--- src/design/hlpfp_pkg.sv ---
// Shared types, constants and the hex digit decoder for the hex frame parser.
// No dependencies.
package hlpfp_pkg;

   // Width of the saturating frame counter
   localparam int FRAME_COUNT_BITS = 16;

   // Result status codes
   localparam logic [1:0] STATUS_BYTE  = 2'd0;
   localparam logic [1:0] STATUS_CLEAN = 2'd1;
   localparam logic [1:0] STATUS_ERROR = 2'd2;

   // ASCII characters used by the decoder
   localparam logic [7:0] CHAR_0     = 8'h30;
   localparam logic [7:0] CHAR_9     = 8'h39;
   localparam logic [7:0] CHAR_LC_A  = 8'h61;
   localparam logic [7:0] CHAR_LC_F  = 8'h66;
   localparam logic [7:0] CHAR_UC_A  = 8'h41;
   localparam logic [7:0] CHAR_UC_F  = 8'h46;
   localparam logic [7:0] NIBBLE_TEN = 8'h0a;

   // One queue entry: a decoded byte, or the end marker with the dangling-nibble flag
   typedef struct packed {
      logic       eos;
      logic       dangling;
      logic [7:0] data;
   } q_entry_type;

   // Hex digit to nibble; anything that is not a hex digit decodes as zero
   function automatic logic [3:0] hex_value(input logic [7:0] c);
      logic [7:0] v;
      v = 8'h00;
      if (c >= CHAR_0 && c <= CHAR_9) begin
         v = c - CHAR_0;
      end else if (c >= CHAR_LC_A && c <= CHAR_LC_F) begin
         v = c - CHAR_LC_A + NIBBLE_TEN;
      end else if (c >= CHAR_UC_A && c <= CHAR_UC_F) begin
         v = c - CHAR_UC_A + NIBBLE_TEN;
      end
      return v[3:0];
   endfunction

endpackage

--- src/design/hlpfp_front.sv ---
// Front end: takes characters, pairs nibbles into bytes and pushes bytes and the
// end marker into the queue. Depends on hlpfp_pkg.
module hlpfp_front (
   input  logic                     clock,
   input  logic                     reset,
   input  logic                     req_valid,
   output logic                     req_stall,
   input  logic [7:0]               req_char_code,
   input  logic                     req_end_of_stream,
   input  logic                     q_full,
   output logic                     q_push,
   output hlpfp_pkg::q_entry_type   q_wdata
);
   import hlpfp_pkg::*;

   logic       pending_ff, pending_in;
   logic [3:0] high_ff, high_in;
   logic       done_ff, done_in;
   logic       accept;
   logic [3:0] nibble;

   assign req_stall = q_full;
   assign accept    = req_valid && !req_stall;
   assign nibble    = hex_value(req_char_code);

   // Nibble pairing and end-of-stream latch
   always_comb begin
      pending_in = pending_ff;
      high_in    = high_ff;
      done_in    = done_ff;
      q_push     = 1'b0;
      q_wdata    = '{eos: 1'b0, dangling: 1'b0, data: {high_ff, nibble}};
      if (accept && !done_ff) begin
         if (req_end_of_stream) begin
            q_push   = 1'b1;
            q_wdata  = '{eos: 1'b1, dangling: pending_ff, data: 8'h00};
            done_in  = 1'b1;
         end else if (pending_ff) begin
            q_push     = 1'b1;
            pending_in = 1'b0;
         end else begin
            high_in    = nibble;
            pending_in = 1'b1;
         end
      end
   end

   always_ff @(posedge clock) begin
      if (reset) begin
         pending_ff <= 1'b0;
         high_ff    <= 4'h0;
         done_ff    <= 1'b0;
      end else begin
         pending_ff <= pending_in;
         high_ff    <= high_in;
         done_ff    <= done_in;
      end
   end

endmodule

--- src/design/hlpfp_queue.sv ---
// Two-entry queue between front and back end, push and pop in the same cycle.
// Depends on hlpfp_pkg.
module hlpfp_queue (
   input  logic                     clock,
   input  logic                     reset,
   input  logic                     q_push,
   input  hlpfp_pkg::q_entry_type   q_wdata,
   output logic                     q_full,
   output logic                     q_valid,
   input  logic                     q_pop,
   output hlpfp_pkg::q_entry_type   q_rdata
);
   import hlpfp_pkg::*;

   q_entry_type mem_ff [2];
   logic        wr_ptr_ff, wr_ptr_in;
   logic        rd_ptr_ff, rd_ptr_in;
   logic [1:0]  count_ff, count_in;

   assign q_full  = (count_ff == 2'd2);
   assign q_valid = (count_ff != 2'd0);
   assign q_rdata = mem_ff[rd_ptr_ff];

   // Pointer and fill count update
   always_comb begin
      wr_ptr_in = wr_ptr_ff ^ q_push;
      rd_ptr_in = rd_ptr_ff ^ q_pop;
      count_in  = count_ff + {1'b0, q_push} - {1'b0, q_pop};
   end

   always_ff @(posedge clock) begin
      if (q_push) begin
         mem_ff[wr_ptr_ff] <= q_wdata;
      end
   end

   always_ff @(posedge clock) begin
      if (reset) begin
         wr_ptr_ff <= 1'b0;
         rd_ptr_ff <= 1'b0;
         count_ff  <= 2'd0;
      end else begin
         wr_ptr_ff <= wr_ptr_in;
         rd_ptr_ff <= rd_ptr_in;
         count_ff  <= count_in;
      end
   end

endmodule

--- src/design/hlpfp_back.sv ---
// Back end: frame tracking on decoded bytes, result formation and output register.
// Depends on hlpfp_pkg.
module hlpfp_back (
   input  logic                     clock,
   input  logic                     reset,
   input  logic                     q_valid,
   output logic                     q_pop,
   input  hlpfp_pkg::q_entry_type   q_rdata,
   output logic                     rsp_valid,
   input  logic                     rsp_stall,
   output logic [1:0]               rsp_status,
   output logic [7:0]               rsp_data_byte,
   output logic [15:0]              rsp_frame_number,
   output logic [16:0]              rsp_byte_position,
   output logic                     rsp_last_of_frame
);
   import hlpfp_pkg::*;

   typedef enum logic [1:0] {
      PH_HEADER  = 2'b01,
      PH_PAYLOAD = 2'b10
   } phase_type;

   phase_type                   phase_ff, phase_in;
   logic [7:0]                  len_hi_ff, len_hi_in;
   logic [15:0]                 remaining_ff, remaining_in;
   logic [16:0]                 pos_ff, pos_in;
   logic [FRAME_COUNT_BITS-1:0] frames_ff, frames_in;

   logic                        valid_ff, valid_in;
   logic [1:0]                  status_ff, status_in;
   logic [7:0]                  data_ff, data_in;
   logic [15:0]                 frame_ff, frame_in;
   logic [16:0]                 position_ff, position_in;
   logic                        last_ff, last_in;

   logic [31:0]                 frames_wide;
   logic [FRAME_COUNT_BITS-1:0] frames_next;
   logic [15:0]                 length;
   logic [15:0]                 rem_dec;
   logic                        clean;

   assign q_pop = q_valid && (!valid_ff || !rsp_stall);

   assign frames_wide = 32'(frames_ff);
   assign frames_next = (frames_ff == '1) ? frames_ff :
                        frames_ff + FRAME_COUNT_BITS'(1);
   assign length      = {len_hi_ff, q_rdata.data};
   assign rem_dec     = remaining_ff - 16'd1;
   assign clean       = (phase_ff == PH_HEADER) && !q_rdata.dangling &&
                        (pos_ff == 17'd0) && (frames_ff != '0);

   // Frame state and result formation for one popped entry
   always_comb begin
      phase_in     = phase_ff;
      len_hi_in    = len_hi_ff;
      remaining_in = remaining_ff;
      pos_in       = pos_ff;
      frames_in    = frames_ff;
      valid_in     = valid_ff && rsp_stall;
      status_in    = status_ff;
      data_in      = data_ff;
      frame_in     = frame_ff;
      position_in  = position_ff;
      last_in      = last_ff;
      if (q_pop) begin
         valid_in    = 1'b1;
         status_in   = STATUS_BYTE;
         data_in     = q_rdata.data;
         frame_in    = frames_wide[15:0];
         position_in = pos_ff;
         last_in     = 1'b0;
         if (q_rdata.eos) begin
            data_in = 8'h00;
            if (clean) begin
               status_in   = STATUS_CLEAN;
               position_in = 17'd0;
            end else begin
               status_in   = STATUS_ERROR;
            end
         end else begin
            unique case (phase_ff)
               PH_HEADER: begin
                  if (pos_ff == 17'd0) begin
                     len_hi_in = q_rdata.data;
                     pos_in    = 17'd1;
                  end else begin
                     remaining_in = length;
                     if (length == 16'd0) begin
                        last_in   = 1'b1;
                        frames_in = frames_next;
                        pos_in    = 17'd0;
                     end else begin
                        pos_in   = 17'd2;
                        phase_in = PH_PAYLOAD;
                     end
                  end
               end
               PH_PAYLOAD: begin
                  remaining_in = rem_dec;
                  if (rem_dec == 16'd0) begin
                     last_in   = 1'b1;
                     frames_in = frames_next;
                     pos_in    = 17'd0;
                     phase_in  = PH_HEADER;
                  end else begin
                     pos_in = pos_ff + 17'd1;
                  end
               end
               default: begin
                  phase_in = PH_HEADER;
               end
            endcase
         end
      end
   end

   always_ff @(posedge clock) begin
      if (reset) begin
         phase_ff     <= PH_HEADER;
         len_hi_ff    <= 8'h00;
         remaining_ff <= 16'h0000;
         pos_ff       <= 17'd0;
         frames_ff    <= '0;
         valid_ff     <= 1'b0;
      end else begin
         phase_ff     <= phase_in;
         len_hi_ff    <= len_hi_in;
         remaining_ff <= remaining_in;
         pos_ff       <= pos_in;
         frames_ff    <= frames_in;
         valid_ff     <= valid_in;
      end
   end

   // Output payload register, no reset
   always_ff @(posedge clock) begin
      status_ff   <= status_in;
      data_ff     <= data_in;
      frame_ff    <= frame_in;
      position_ff <= position_in;
      last_ff     <= last_in;
   end

   assign rsp_valid         = valid_ff;
   assign rsp_status        = status_ff;
   assign rsp_data_byte     = data_ff;
   assign rsp_frame_number  = frame_ff;
   assign rsp_byte_position = position_ff;
   assign rsp_last_of_frame = last_ff;

endmodule

--- src/design/hex_length_prefixed_frame_parser.sv ---
// Hex length-prefixed frame parser, top level: front end, two-entry queue, back end.
// A result is registered in two steps: the character or end marker that causes it is
// written into the queue, then the back end pops it into its output register.
// Throughput: one character per cycle while the queue is not full, set by the combinational
// nibble decode and the back end popping one queue entry per cycle unless the response stalls.
// Reset: synchronous, active high; clears all control state and frame counters.
module hex_length_prefixed_frame_parser (
   input  logic        clock,
   input  logic        reset,
   input  logic        req_valid,
   output logic        req_stall,
   input  logic [7:0]  req_char_code,
   input  logic        req_end_of_stream,
   output logic        rsp_valid,
   input  logic        rsp_stall,
   output logic [1:0]  rsp_status,
   output logic [7:0]  rsp_data_byte,
   output logic [15:0] rsp_frame_number,
   output logic [16:0] rsp_byte_position,
   output logic        rsp_last_of_frame
);
   import hlpfp_pkg::*;

   logic        q_full;
   logic        q_push;
   logic        q_valid;
   logic        q_pop;
   q_entry_type q_wdata;
   q_entry_type q_rdata;

   hlpfp_front u_front (
      .clock             (clock),
      .reset             (reset),
      .req_valid         (req_valid),
      .req_stall         (req_stall),
      .req_char_code     (req_char_code),
      .req_end_of_stream (req_end_of_stream),
      .q_full            (q_full),
      .q_push            (q_push),
      .q_wdata           (q_wdata)
   );

   hlpfp_queue u_queue (
      .clock   (clock),
      .reset   (reset),
      .q_push  (q_push),
      .q_wdata (q_wdata),
      .q_full  (q_full),
      .q_valid (q_valid),
      .q_pop   (q_pop),
      .q_rdata (q_rdata)
   );

   hlpfp_back u_back (
      .clock             (clock),
      .reset             (reset),
      .q_valid           (q_valid),
      .q_pop             (q_pop),
      .q_rdata           (q_rdata),
      .rsp_valid         (rsp_valid),
      .rsp_stall         (rsp_stall),
      .rsp_status        (rsp_status),
      .rsp_data_byte     (rsp_data_byte),
      .rsp_frame_number  (rsp_frame_number),
      .rsp_byte_position (rsp_byte_position),
      .rsp_last_of_frame (rsp_last_of_frame)
   );

endmodule
--- config.mk ---
export PLATFORM = sky130hd
export DESIGN_NAME = hex_length_prefixed_frame_parser
export DESIGN_NICKNAME = d
export VERILOG_FILES = /design/src/design/hlpfp_pkg.sv /design/src/design/hlpfp_front.sv /design/src/design/hlpfp_queue.sv /design/src/design/hlpfp_back.sv /design/src/design/hex_length_prefixed_frame_parser.sv
export SDC_FILE = /design/constraint.sdc
export NUM_CORES = 1
export LEC_CHECK = 0
export BUFFER_PORTS_ARGS = -buffer_cell sky130_fd_sc_hd__buf_2
export CORE_UTILIZATION = 50
export CTS_BUF_LIST = sky130_fd_sc_hd__clkbuf_4
export CTS_CLUSTER_DIAMETER = 100
export DETAILED_ROUTE_END_ITERATION = 10
export MAX_ROUTING_LAYER = met4
export PLACE_DENSITY = 0.68
export SLEW_MARGIN = 30
export SYNTH_ARGS = -nofsm -noshare
export SYNTH_HDL_FRONTEND = slang
export SYNTH_HIERARCHICAL = 1
export SYNTH_SLANG_ARGS = --single-unit
--- constraint.sdc ---
create_clock -name clock -period 4.32 [get_ports clock]
set_input_delay 0.648 -clock clock [delete_from_list [all_inputs] [get_ports clock]]
set_output_delay 0.648 -clock clock [all_outputs]
set_load 0.01 [all_outputs]
==> flow_metrics.tcl <==
set metrics [dict create \
    cts_resized 0 \
    io_buffers 58 \
    gp_congestion 1.018 \
    r2r_setup_slack_ns 0.99 \
    fillers 1069 \
    cp-start-kind "flop" \
    worst-endpoint-arrival_ns 3.73 \
    path_cells "inv_1, ha_1, o21ai_0, nor3b_1, o21ai_0, a211o_1, o31a_1, buf_4, o21bai_1, nor2_1" \
    clock-sinks 134 \
    ys_ff_latch 134 \
    coreArea_sq_um 12210 \
    grt_pass1_vias 4255 \
    cts_made_buffers 17 \
    p_leak_nw 2.635 \
    final_util_pct 57.10 \
    fin_crit_sh_pct 77.10 \
    grt_overflow 0 \
    drv_slew 0 \
    cts_tree "yes" \
    synth_cells 621 \
    cp_slowest_stage_delay_ns 0.68 \
    cap_viol_max_count 0 \
    routed_wl_um 12820 \
    clk_latency_ns 0.54 \
    post_drt_via_cell_ratio 5.664 \
    layout_commonest_cell "nor2_1" \
    dp_hpwl_um 8931 \
    reg2reg_to "u_back/pos_ff[16]$_SDFFE_PP0P_" \
    grt_max_degree 46 \
    finalPower_w 0.003758 \
    hold_start "rsp_stall" \
    path_common_cell "o21ai_0" \
    drc 0 \
    synth_nets 649 \
    yosys_warnings 6 \
    final_antenna_net_count 0 \
    syn_area_sq_um 6345 \
    cp-end-kind "flop" \
    hold_viol 0 \
    power.density_nw_per_um2 538.9 \
    dr.pass1.iters 5 \
    slew_headroom_pct 43.42 \
    fin_tns_setup_ns 0 \
    reg2regPathDepth 10 \
    dieHeight_um 114.7 \
    grt_first_pass_wirelength_um 20620 \
    final_nets 687 \
    first_iter_violations 333 \
    cts_setup_buffers 0 \
    hp-class "in2reg" \
    fmax_mhz 300.2 \
    timing.rr.start "u_back/remaining_ff[0]$_SDFFE_PP0P_" \
    clk_pin_slew_worst_paths_ns 0.11 \
    start_util_pct 51.96 \
    worst-setup-path-type "reg2reg" \
    dieArea_sq_um 13140 \
    async_flop_share_pct 0 \
    layout-drive-gt1-share_pct 18.01 \
    n_antenna_cell 0 \
    cp_max_fo 22 \
    grt_usage_pct 21.15 \
    peakVddDrop_mv 0.2878 \
    postSynthAreaPerCell_sq_um 10.22 \
    root_buffer "clkbuf_4" \
    min_to "u_back/rsp_valid$_SDFF_PP0_" \
    antenna_found_initial 0 \
    synth_ff_type "dfxtp_1" \
    synth-edff-count 64 \
    cts.path.max_buffers 2 \
    detail_route.wl_per_cell_um 15.26 \
    cp_slowest_cell "o21bai_1" \
    holdPathStages 3 \
    tightestPinTransition_ns 0.8469 \
    yosysUniqueCellTypes 71 \
    fin_worst_skew_ns 0.01372 \
    mostFrequentLayoutCells "nor2_1 (71), dfxtp_1 (70), edfxtp_1 (64)" \
    required_ns 4.71 \
    layout.cell_area.non_filler_sq_um 6973 \
    dpl_cell_area_sq_um 6686 \
    chipWidth_um 114.7 \
    min_period_ns 3.331 \
    ys_seq_area_share_pct 52.38 \
    syn_to_final_growth_pct 9.899 \
    htreeDepth 4 \
    rows 40 \
    io_pins 59 \
    setup_violations 0 \
    vias 4758 \
    rsz0062_at_grt "no" \
    outcome "finished clean" \
    cts_hold_buffers 0 \
]
## state kept, by name, indices dropped and copies added (netlist names), 4 cells and up
register	count
u_queue/mem_ff	20
u_back/pos_ff	17
u_back/rsp_byte_position	17
u_back/frames_ff	16
u_back/remaining_ff	16
u_back/rsp_frame_number	16
u_back/len_hi_ff	8
u_back/rsp_data_byte	8
u_front/high_ff	4
## cell usage after synthesis (all sizes together) (13+ instances only)
cell	count	area share, %
a211oi	13	1.6
a21oi	32	2.6
clkbuf	35	2.1
dfxtp	70	22
edfxtp	64	30
ha	15	3.0
inv	23	1.4
mux2	16	3.4
nand2	39	2.3
nand3	18	1.4
nor2	73	4.4
nor2b	18	1.8
nor3	20	1.8
nor4	13	1.3
o21ai	16	1.3
or4	15	1.8
## report_power, final
group	switching, W	total, W	internal, W	leakage [nW]
sequential	0.000115	0.00173	0.00161	1.19
combinational	0.000723	0.00119	0.000468	1.29
clock	0.000427	0.000838	0.000410	0.155
total	0.00127	0.00376	0.00249	2.63
## critical path, delay by kind of cell, from the launching register on
family | cells | cell delay [ns]
and+or+nand+nor | 2 | 0.35
AOI/OAI and AO/OA | 5 | 1.76
buffers and inverters | 2 | 0.35
DFF | 1 | 0.39
adders and majority gates | 1 | 0.34
## cell families after synthesis
group | count (synthesis) | share of synthesized area (%)
buffers and inverters | 69 | 4.693
adder cells (fa/ha/maj) | 15 | 2.958
flip-flops | 134 | 52.38
AND/OR/NAND/NOR | 255 | 21.65
XOR/XNOR | 15 | 2.288
multiplexers | 23 | 4.477
AO/OA/AOI/OAI | 110 | 11.56
## per-layer routing
| metal | wire [um] | part of all wire [%] | GRT usage, % |
|---|---|---|---|
| met1 | 5823 | 45 | 25.66 |
| met2 | 6108 | 48 | 32.89 |
| met3 | 620 | 4.8 | 5.082 |
| met4 | 263 | 2.1 | 10.82 |
| met5 | 0 | 0 | - |
## through the flow
step / instances / hold WS, ns / setup slack, ns
4_1_cts: 840 / 0.2920 / 1.027
3_3_place_gp: 808 / 0.4696 / 1.183
2_1_floorplan: 621 / 0.4538 / 1.484
6_report: 840 / 0.3492 / 0.9891
3_5_place_dp: 808 / 0.4640 / 1.035
5_1_grt: 840 / 0.3287 / 0.6307
## how the worst max path moves through the flow
stage	start	endpoint	slack, ns	cells after the start
after floorplan	rsp_stall	u_queue/count_ff[1]$_SDFF_PP0_	1.48	7
after global placement	u_back/remaining_ff[0]$_SDFFE_PP0P_	u_back/pos_ff[13]$_SDFFE_PP0P_	1.18	10
after detailed placement	u_back/remaining_ff[0]$_SDFFE_PP0P_	u_back/pos_ff[16]$_SDFFE_PP0P_	1.04	10
after CTS	u_back/remaining_ff[0]$_SDFFE_PP0P_	u_back/pos_ff[16]$_SDFFE_PP0P_	1.03	10
after global routing	u_back/remaining_ff[0]$_SDFFE_PP0P_	u_back/pos_ff[6]$_SDFFE_PP0P_	0.63	10
final	u_back/remaining_ff[0]$_SDFFE_PP0P_	u_back/pos_ff[16]$_SDFFE_PP0P_	0.99	10
## area by class of cell
class	count	area (sq um)	share of cell area, %
sequential	134	3323	47.66
multi-input combinational	418	2724	39.06
timing repair buffer	65	342.8	4.917
tap	168	210.2	3.015
clock buffer	20	150.1	2.153
clock inverter	12	136.4	1.956
inverter	23	86.33	1.238
Note: power is estimated with default switching activity, not from simulation.
